==> src/design/rfr_pkg.sv <==
// shared constants and control types of the radio frame receiver
package rfr_pkg;

    // frame layout
    localparam int PAYLOAD_BYTES = 32;
    localparam int HEADER_LEN    = 11;
    localparam int CHECK_AT      = HEADER_LEN + PAYLOAD_BYTES;
    localparam int POS_W         = $clog2(CHECK_AT + 1);
    localparam int AW            = (PAYLOAD_BYTES > 1) ? $clog2(PAYLOAD_BYTES) : 1;

    localparam logic [7:0] START_BYTE = 8'h3A;

    // frame positions
    localparam logic [POS_W-1:0] POS_HUNT     = POS_W'(0);
    localparam logic [POS_W-1:0] POS_GW_LO    = POS_W'(1);
    localparam logic [POS_W-1:0] POS_GW_HI    = POS_W'(2);
    localparam logic [POS_W-1:0] POS_REP3_LO  = POS_W'(3);
    localparam logic [POS_W-1:0] POS_REP3_HI  = POS_W'(4);
    localparam logic [POS_W-1:0] POS_REP2_LO  = POS_W'(5);
    localparam logic [POS_W-1:0] POS_REP2_HI  = POS_W'(6);
    localparam logic [POS_W-1:0] POS_REP1_LO  = POS_W'(7);
    localparam logic [POS_W-1:0] POS_REP1_HI  = POS_W'(8);
    localparam logic [POS_W-1:0] POS_DEV_LO   = POS_W'(9);
    localparam logic [POS_W-1:0] POS_DEV_HI   = POS_W'(10);
    localparam logic [POS_W-1:0] POS_PAY_BASE = POS_W'(HEADER_LEN);
    localparam logic [POS_W-1:0] POS_CHECK    = POS_W'(CHECK_AT);

    localparam logic [AW-1:0] LAST_IDX = AW'(PAYLOAD_BYTES - 1);

    // configuration register index (paddr[2])
    localparam logic REG_GATEWAY = 1'b0;

    // result status codes
    localparam logic STATUS_GOOD = 1'b0;
    localparam logic STATUS_BAD  = 1'b1;

    // controller to datapath
    typedef struct packed {
        logic             take;
        logic [POS_W-1:0] pos;
        logic             load_err;
        logic             rd_en;
        logic [AW-1:0]    rd_idx;
        logic             load_pay;
        logic             last;
    } rfr_cmd_t;

    // datapath to controller
    typedef struct packed {
        logic is_start;
        logic gw_lo_match;
        logic gw_hi_match;
        logic sum_match;
        logic out_busy;
    } rfr_status_t;

endpackage

==> src/design/rfr_if.sv <==
// byte input and result output channel interfaces
interface rfr_in_if;
    logic       valid;
    logic       ready;
    logic [7:0] rx_byte;

    modport source (output valid, output rx_byte, input ready);
    modport sink (input valid, input rx_byte, output ready);
endinterface

interface rfr_out_if;
    logic        valid;
    logic        ready;
    logic        frame_status;
    logic [15:0] device_address;
    logic [15:0] repeater_one;
    logic [15:0] repeater_two;
    logic [15:0] repeater_three;
    logic [7:0]  payload_byte;
    logic [4:0]  payload_index;
    logic        last_of_frame;

    modport source (
        output valid, output frame_status, output device_address, output repeater_one,
        output repeater_two, output repeater_three, output payload_byte,
        output payload_index, output last_of_frame, input ready
    );
    modport sink (
        input valid, input frame_status, input device_address, input repeater_one,
        input repeater_two, input repeater_three, input payload_byte,
        input payload_index, input last_of_frame, output ready
    );
endinterface

==> src/design/radio_frame_receiver.sv <==
// radio frame receiver: one byte per beat in, deframed payload and error results out
// an error result is registered on the checksum beat; each payload byte of a good frame is
// read from the store (ST_READ) and then loaded into the result register (ST_LOAD, which
// waits while the output stalls); throughput: one byte per cycle, except at the checksum
// byte while the result register is held and while a frame's results are read out
// reset: rst_n asynchronous; position, sum, header words and gateway register cleared,
// payload store not cleared
module radio_frame_receiver (
    input  logic         clk,
    input  logic         rst_n,
    rfr_in_if.sink       rx,
    rfr_out_if.source    result,
    input  logic         psel,
    input  logic         penable,
    input  logic         pwrite,
    input  logic [2:0]   paddr,
    input  logic [31:0]  pwdata,
    output logic [31:0]  prdata,
    output logic         pready
);

    logic [15:0]          gateway_reg;
    logic                 in_ready;
    rfr_pkg::rfr_cmd_t    cmd;
    rfr_pkg::rfr_status_t status;

    // configuration register
    always_ff @(posedge clk or negedge rst_n)
    begin
        if (!rst_n)
        begin
            gateway_reg <= '0;
        end
        else if (psel && penable && pwrite && paddr[2] == rfr_pkg::REG_GATEWAY)
        begin
            gateway_reg <= pwdata[15:0];
        end
    end

    assign pready = 1'b1;
    assign prdata = (paddr[2] == rfr_pkg::REG_GATEWAY) ? {16'd0, gateway_reg} : 32'd0;

    assign rx.ready = in_ready;

    rfr_ctrl u_ctrl (
        .clk      (clk),
        .rst_n    (rst_n),
        .in_valid (rx.valid),
        .in_ready (in_ready),
        .status   (status),
        .cmd      (cmd)
    );

    rfr_datapath u_datapath (
        .clk             (clk),
        .rst_n           (rst_n),
        .rx_byte         (rx.rx_byte),
        .gateway_address (gateway_reg),
        .cmd             (cmd),
        .status          (status),
        .result          (result)
    );

endmodule

==> src/design/rfr_ctrl.sv <==
// frame position tracking and payload emission sequencer
module rfr_ctrl (
    input  logic                clk,
    input  logic                rst_n,
    input  logic                in_valid,
    output logic                in_ready,
    input  rfr_pkg::rfr_status_t status,
    output rfr_pkg::rfr_cmd_t    cmd
);

    localparam logic [1:0] ST_RECV = 2'd0;
    localparam logic [1:0] ST_READ = 2'd1;
    localparam logic [1:0] ST_LOAD = 2'd2;

    logic [1:0]                   state_reg, state_next;
    logic [rfr_pkg::POS_W-1:0]    pos_reg, pos_next;
    logic [rfr_pkg::AW-1:0]       idx_reg, idx_next;
    logic                         take;

    // next state and commands
    always_comb
    begin
        state_next   = state_reg;
        pos_next     = pos_reg;
        idx_next     = idx_reg;
        in_ready     = 1'b0;
        take         = 1'b0;
        cmd.load_err = 1'b0;
        cmd.rd_en    = 1'b0;
        cmd.load_pay = 1'b0;
        cmd.last     = 1'b0;
        case (state_reg)
            ST_RECV:
            begin
                // an error result needs the output register free
                in_ready = !(pos_reg == rfr_pkg::POS_CHECK && status.out_busy);
                take     = in_valid && in_ready;
                if (take)
                begin
                    if (pos_reg == rfr_pkg::POS_HUNT)
                    begin
                        pos_next = status.is_start ? rfr_pkg::POS_GW_LO : rfr_pkg::POS_HUNT;
                    end
                    else if (pos_reg == rfr_pkg::POS_GW_LO)
                    begin
                        pos_next = status.gw_lo_match ? rfr_pkg::POS_GW_HI : rfr_pkg::POS_HUNT;
                    end
                    else if (pos_reg == rfr_pkg::POS_GW_HI)
                    begin
                        pos_next = status.gw_hi_match ? rfr_pkg::POS_REP3_LO
                                                      : rfr_pkg::POS_HUNT;
                    end
                    else if (pos_reg == rfr_pkg::POS_CHECK)
                    begin
                        pos_next = rfr_pkg::POS_HUNT;
                        if (status.sum_match)
                        begin
                            idx_next   = '0;
                            state_next = ST_READ;
                        end
                        else
                        begin
                            cmd.load_err = 1'b1;
                        end
                    end
                    else
                    begin
                        pos_next = pos_reg + rfr_pkg::POS_W'(1);
                    end
                end
            end
            ST_READ:
            begin
                cmd.rd_en  = 1'b1;
                state_next = ST_LOAD;
            end
            ST_LOAD:
            begin
                if (!status.out_busy)
                begin
                    cmd.load_pay = 1'b1;
                    cmd.last     = (idx_reg == rfr_pkg::LAST_IDX);
                    if (idx_reg == rfr_pkg::LAST_IDX)
                    begin
                        state_next = ST_RECV;
                    end
                    else
                    begin
                        idx_next   = idx_reg + rfr_pkg::AW'(1);
                        state_next = ST_READ;
                    end
                end
            end
            default:
            begin
                state_next = ST_RECV;
            end
        endcase
        cmd.take   = take;
        cmd.pos    = pos_reg;
        cmd.rd_idx = idx_reg;
    end

    // control registers
    always_ff @(posedge clk or negedge rst_n)
    begin
        if (!rst_n)
        begin
            state_reg <= ST_RECV;
            pos_reg   <= rfr_pkg::POS_HUNT;
            idx_reg   <= '0;
        end
        else
        begin
            state_reg <= state_next;
            pos_reg   <= pos_next;
            idx_reg   <= idx_next;
        end
    end

endmodule

==> src/design/rfr_datapath.sv <==
// checksum, header capture, payload store and result register
module rfr_datapath (
    input  logic                 clk,
    input  logic                 rst_n,
    input  logic [7:0]           rx_byte,
    input  logic [15:0]          gateway_address,
    input  rfr_pkg::rfr_cmd_t    cmd,
    output rfr_pkg::rfr_status_t status,
    rfr_out_if.source            result
);

    logic [7:0]  sum_reg;
    logic [15:0] dev_reg;
    logic [15:0] rep1_reg;
    logic [15:0] rep2_reg;
    logic [15:0] rep3_reg;
    logic [7:0]  pay_mem [rfr_pkg::PAYLOAD_BYTES];
    logic [7:0]  rd_data_reg;
    logic [rfr_pkg::AW-1:0] wr_addr;
    logic        in_payload;

    logic        out_valid_reg;
    logic        out_status_reg;
    logic [15:0] out_dev_reg;
    logic [15:0] out_rep1_reg;
    logic [15:0] out_rep2_reg;
    logic [15:0] out_rep3_reg;
    logic [7:0]  out_byte_reg;
    logic [4:0]  out_index_reg;
    logic        out_last_reg;

    // compares for the controller
    always_comb
    begin
        status.is_start    = (rx_byte == rfr_pkg::START_BYTE);
        status.gw_lo_match = (rx_byte == gateway_address[7:0]);
        status.gw_hi_match = (rx_byte == gateway_address[15:8]);
        status.sum_match   = (rx_byte == sum_reg);
        status.out_busy    = out_valid_reg && !result.ready;
    end

    assign in_payload = (cmd.pos >= rfr_pkg::POS_PAY_BASE) && (cmd.pos < rfr_pkg::POS_CHECK);
    assign wr_addr    = rfr_pkg::AW'(cmd.pos - rfr_pkg::POS_PAY_BASE);

    // running sum and header fields
    always_ff @(posedge clk or negedge rst_n)
    begin
        if (!rst_n)
        begin
            sum_reg  <= '0;
            dev_reg  <= '0;
            rep1_reg <= '0;
            rep2_reg <= '0;
            rep3_reg <= '0;
        end
        else if (cmd.take)
        begin
            // sum restarts on the byte seen while hunting
            sum_reg <= ((cmd.pos == rfr_pkg::POS_HUNT) ? 8'd0 : sum_reg) + rx_byte;
            case (cmd.pos)
                rfr_pkg::POS_REP3_LO: rep3_reg[7:0]  <= rx_byte;
                rfr_pkg::POS_REP3_HI: rep3_reg[15:8] <= rx_byte;
                rfr_pkg::POS_REP2_LO: rep2_reg[7:0]  <= rx_byte;
                rfr_pkg::POS_REP2_HI: rep2_reg[15:8] <= rx_byte;
                rfr_pkg::POS_REP1_LO: rep1_reg[7:0]  <= rx_byte;
                rfr_pkg::POS_REP1_HI: rep1_reg[15:8] <= rx_byte;
                rfr_pkg::POS_DEV_LO:  dev_reg[7:0]   <= rx_byte;
                rfr_pkg::POS_DEV_HI:  dev_reg[15:8]  <= rx_byte;
                default: ;
            endcase
        end
    end

    // payload store, registered read
    always_ff @(posedge clk)
    begin
        if (cmd.take && in_payload)
        begin
            pay_mem[wr_addr] <= rx_byte;
        end
        if (cmd.rd_en)
        begin
            rd_data_reg <= pay_mem[cmd.rd_idx];
        end
    end

    // result register valid
    always_ff @(posedge clk or negedge rst_n)
    begin
        if (!rst_n)
        begin
            out_valid_reg <= 1'b0;
        end
        else if (cmd.load_err || cmd.load_pay)
        begin
            out_valid_reg <= 1'b1;
        end
        else if (result.ready)
        begin
            out_valid_reg <= 1'b0;
        end
    end

    // result register payload
    always_ff @(posedge clk)
    begin
        if (cmd.load_err || cmd.load_pay)
        begin
            out_dev_reg  <= dev_reg;
            out_rep1_reg <= rep1_reg;
            out_rep2_reg <= rep2_reg;
            out_rep3_reg <= rep3_reg;
        end
        if (cmd.load_err)
        begin
            out_status_reg <= rfr_pkg::STATUS_BAD;
            out_byte_reg   <= 8'd0;
            out_index_reg  <= 5'd0;
            out_last_reg   <= 1'b1;
        end
        else if (cmd.load_pay)
        begin
            out_status_reg <= rfr_pkg::STATUS_GOOD;
            out_byte_reg   <= rd_data_reg;
            out_index_reg  <= 5'(cmd.rd_idx);
            out_last_reg   <= cmd.last;
        end
    end

    assign result.valid          = out_valid_reg;
    assign result.frame_status   = out_status_reg;
    assign result.device_address = out_dev_reg;
    assign result.repeater_one   = out_rep1_reg;
    assign result.repeater_two   = out_rep2_reg;
    assign result.repeater_three = out_rep3_reg;
    assign result.payload_byte   = out_byte_reg;
    assign result.payload_index  = out_index_reg;
    assign result.last_of_frame  = out_last_reg;

endmodule

==> src/flat_wrapper.sv <==
// flat-port wrapper written by rule: the top's interface ports become plain ports
module radio_frame_receiver_flat 
  (clk, rst_n, psel, penable, pwrite, paddr, pwdata, prdata, pready, rx_valid, rx_rx_byte, rx_ready, result_valid, result_frame_status, result_device_address, result_repeater_one, result_repeater_two, result_repeater_three, result_payload_byte, result_payload_index, result_last_of_frame, result_ready);
  rfr_in_if rx_i ();
  rfr_out_if result_i ();
  input  logic clk;
  input  logic rst_n;
  input  logic psel;
  input  logic penable;
  input  logic pwrite;
  input  logic [2:0] paddr;
  input  logic [31:0] pwdata;
  output logic [31:0] prdata;
  output logic pready;
  input wire logic [$bits(rx_i.valid)-1:0] rx_valid;
  input wire logic [$bits(rx_i.rx_byte)-1:0] rx_rx_byte;
  output wire logic [$bits(rx_i.ready)-1:0] rx_ready;
  output wire logic [$bits(result_i.valid)-1:0] result_valid;
  output wire logic [$bits(result_i.frame_status)-1:0] result_frame_status;
  output wire logic [$bits(result_i.device_address)-1:0] result_device_address;
  output wire logic [$bits(result_i.repeater_one)-1:0] result_repeater_one;
  output wire logic [$bits(result_i.repeater_two)-1:0] result_repeater_two;
  output wire logic [$bits(result_i.repeater_three)-1:0] result_repeater_three;
  output wire logic [$bits(result_i.payload_byte)-1:0] result_payload_byte;
  output wire logic [$bits(result_i.payload_index)-1:0] result_payload_index;
  output wire logic [$bits(result_i.last_of_frame)-1:0] result_last_of_frame;
  input wire logic [$bits(result_i.ready)-1:0] result_ready;
  assign rx_i.valid = rx_valid;
  assign rx_i.rx_byte = rx_rx_byte;
  assign rx_ready = rx_i.ready;
  assign result_valid = result_i.valid;
  assign result_frame_status = result_i.frame_status;
  assign result_device_address = result_i.device_address;
  assign result_repeater_one = result_i.repeater_one;
  assign result_repeater_two = result_i.repeater_two;
  assign result_repeater_three = result_i.repeater_three;
  assign result_payload_byte = result_i.payload_byte;
  assign result_payload_index = result_i.payload_index;
  assign result_last_of_frame = result_i.last_of_frame;
  assign result_i.ready = result_ready;
  radio_frame_receiver u_core (.clk(clk), .rst_n(rst_n), .rx(rx_i), .result(result_i), .psel(psel), .penable(penable), .pwrite(pwrite), .paddr(paddr), .pwdata(pwdata), .prdata(prdata), .pready(pready));
endmodule
==> config.mk <==
export PLATFORM = sky130hd
export DESIGN_NAME = radio_frame_receiver_flat
export DESIGN_NICKNAME = d
export VERILOG_FILES = /design/src/design/rfr_pkg.sv /design/src/design/rfr_if.sv /design/src/design/radio_frame_receiver.sv /design/src/design/rfr_ctrl.sv /design/src/design/rfr_datapath.sv /design/src/flat_wrapper.sv
export SDC_FILE = /design/constraint.sdc
export NUM_CORES = 1
export LEC_CHECK = 0
export ABC_CLOCK_PERIOD_IN_PS = 7750
export BUFFER_PORTS_ARGS = -buffer_cell sky130_fd_sc_hd__buf_2
export CAP_MARGIN = 5
export CORE_ASPECT_RATIO = 1.2
export CORE_MARGIN = 4
export CORE_UTILIZATION = 46
export CTS_BUF_LIST = sky130_fd_sc_hd__clkbuf_4 sky130_fd_sc_hd__clkbuf_8 sky130_fd_sc_hd__clkbuf_16
export DETAILED_ROUTE_END_ITERATION = 16
export GPL_TIMING_DRIVEN = 1
export PLACE_DENSITY = 0.68
export SETUP_SLACK_MARGIN = 0.02
export SLEW_MARGIN = 20
export SYNTH_ARGS = -nofsm -noshare
export SYNTH_HDL_FRONTEND = slang
export SYNTH_SLANG_ARGS = --single-unit
==> constraint.sdc <==
create_clock -name clk -period 7.75 [get_ports clk]
set_input_delay 0.3875 -clock clk [delete_from_list [all_inputs] [get_ports clk]]
set_output_delay 0.3875 -clock clk [all_outputs]
set_load 0.01 [all_outputs]
==> metrics.txt <==
Post-synth top flop=edfxtp_1; Final Util=0.535; Async S/R FF share, synth=0.229; Starting Density=0.464; Synth cell types=66; leak pwr=8.11 nW; share of post-route cells with drive strength above 1=0.280; # nets final=1,303; critical path launch point type=register; Synth Cell Area=18,000 µm²; Final Non-Filler Cells=1,799; clk root buf=clkbuf_16; final weighted congestion in routability-driven placement=0.819; post-synth top area share=0.547; final setup TNS=0 ns; average wire per standard cell=21.6 µm; DR pass1 iterations=5; fin worst setup slack=3.91 ns; # IOs=164; largest cells by area after synthesis=edfxtp_1 (55%), dfrtp_1 (14%), mux2_2 (5.1%); status=finished clean; Power Density=317 nW/µm²; final hold slack=0.0720 ns; Post-DRT Antenna Nets=0; post-CTS setup buffers=0; antenna violations before repair=1; FF+latch count, synth=445; Mapped Cells=1,099; Die Ht=225 µm; Biggest register=u_core.u_datapath.pay_mem; Synth area leader=edfxtp_1; CTS tree=built; Final setup viols=0; clk sinks=445; Clock transition at path regs=0.06 ns; pre-CTS setup slack=3.95 ns; Setup crit end kind=register; max reg flops=256; required time of the critical path=8.16 ns; GRT Overall Usage=0.181; vias per cell=5.40; cts repair resizes=0; Layout Skew=0.0185 ns; Clock Latency Late Sink=0.54 ns; Ys Warns=0; WS Path Type=register to register; die width=189 µm; CTS Buf Count=44; H-Tree Depth=2; # rows=79; RSZ-0062 raised after global routing=false; dpl cells=1,717; dpl hpwl=24.3 mm; Antenna diodes=0; peak supply drop=215 µV; syn_area_per_cell=16.4 µm²; Final Hold Fails=0; register area share after synthesis=0.706; P&R area growth vs syn=15.1%; largest net degree at the start of global routing=70; Post-synth EDFFs=328; fmax=0.260 GHz; Final Cycle Share=0.496; R2R setup slack=3.91 ns; global-route wire length before repair=59.2 mm; vias in the first global route=10,000; Vias=9,720; Iter 0 DRT Violations=767; max_cap viols=0; worst path arrival time=4.25 ns; core area=38,700 µm²; detailed-route DRC error count=0; total grt overflow=0; die area=42,400 µm²; Tmin final=3.84 ns; Slew headroom=0.305; min-delay worst type=input port to register; Port Buffers=128; final slew viol count=0; crit-path max FO=19; Clock Path Buffers=3; final WL=38.9 mm; Worst-Margin Slew=1.04 ns
-- report_power, final --
part           switching [mW]  internal [mW]
Clock                   0.866           1.41
Combinational           0.638          0.521
Sequential              0.225           2.91
-- critical path: stages (launching register included) --
cell and delay [ns]:
dfrtp_1 0.62, nor2_1 0.75, nand3_1 0.50, and2_1 0.32
ha_1 0.22, fa_1 0.44, a211oi_1 0.32, o21bai_1 0.13
a21oi_1 0.18, xor2_1 0.15, o21ai_0 0.08
-- Yosys cell counts (3+ instances only) --
cell and number:
clkbuf_1 20, ha_1 14, mux4_2 32, and2_1 8
a22o_1 16, nor3_1 12, a31oi_1 9, edfxtp_1 328
dfxtp_1 15, nor4_1 6, nor3b_2 3, buf_4 25
mux2_2 81, nand2b_1 5, nand2_1 68, nor2b_1 23
buf_2 22, mux2i_1 83, a21oi_1 27, inv_1 9
a22oi_1 11, xor2_1 18, and3_1 3, o31ai_1 4
a21o_1 4, o21a_1 4, a211oi_1 6, o21ai_0 18
dfrtp_1 102, xnor2_1 9, o221ai_1 8, nand3_1 12
nand4_1 3, nand3_2 4, nor2_1 45
-- what timing repair did --
action / 4_1_cts / 5_1_grt
endpoints found under the hold margin: 33 / 0
hold buffers: 1 / 0
endpoints found under the setup margin: 0 / 0
-- per-layer routing --
metal	GRT usage	vias to the layer above	part of all wire
li1	-	4441	-
met1	0.237	4902	0.41
met2	0.309	322	0.50
met3	0.0439	53	0.072
met4	0.0437	2	0.018
met5	0	-	0.00021
-- cell usage in the layout, fill, tap and decap left out, drive strengths merged, types with 8 or more instances in the layout --
| cell | instances |
|---|---|
| edfxtp | 328 |
| a22oi | 11 |
| mux2i | 83 |
| mux2 | 82 |
| conb | 17 |
| a31oi | 9 |
| ha | 14 |
| clkinv | 9 |
| xor2 | 18 |
| dfxtp | 15 |
| nand3 | 16 |
| xnor2 | 9 |
| o221ai | 8 |
| nand2 | 68 |
| clkbuf | 63 |
| nor2b | 23 |
| and2 | 8 |
| inv | 9 |
| a22o | 16 |
| mux4 | 32 |
| nor2 | 47 |
| buf | 146 |
| a21oi | 28 |
| dfrtp | 102 |
| o21ai | 18 |
| nor3 | 14 |
-- final cells by class --
class | instances | area, µm²
clock buffer | 63 | 1300
timing repair buffer | 147 | 788
tap | 526 | 658
multi-input combinational | 591 | 4940
inverter | 9 | 33.8
sequential | 445 | 12700
fill | 3190 | 18000
clock inverter | 18 | 278
-- cells by family after synthesis --
kind of cell	count (synthesis)	share of synthesized area
mux	197	0.138
xor+xnor	27	0.0131
other cells	2	0.000417
simple gates	210	0.0596
flops	445	0.706
buf+inv	78	0.0230
compound gates	125	0.0496
fa+ha+maj	15	0.0108
-- final timing paths --
kind / start / endpoint / depth (start not counted)
min in group asynchronous: rst_n / u_core.gateway_reg[0] / 2
setup / recovery: u_core.u_ctrl.pos_reg[4] / u_core.u_datapath.sum_reg[6] / 10
hold reg to reg: u_core.u_datapath.rep1_reg[5] / u_core.u_datapath.result.repeater_one[5] / 0
hold / removal: pwdata[2] / u_core.gateway_reg[2] / 2
max in group asynchronous: rst_n / u_core.u_datapath.rep1_reg[14] / 3
setup reg to reg: u_core.u_ctrl.pos_reg[4] / u_core.u_datapath.sum_reg[6] / 10
-- metrics by stage --
stage / power, mW / cell area [µm²]
after global placement: 4.30 / 19100
final: 6.57 / 20700
after CTS: 6.62 / 20700
after global routing: 6.86 / 20700
after floorplan: 3.98 / 18100
after detailed placement: 4.34 / 19100
Power figures use the tool's default switching activity.
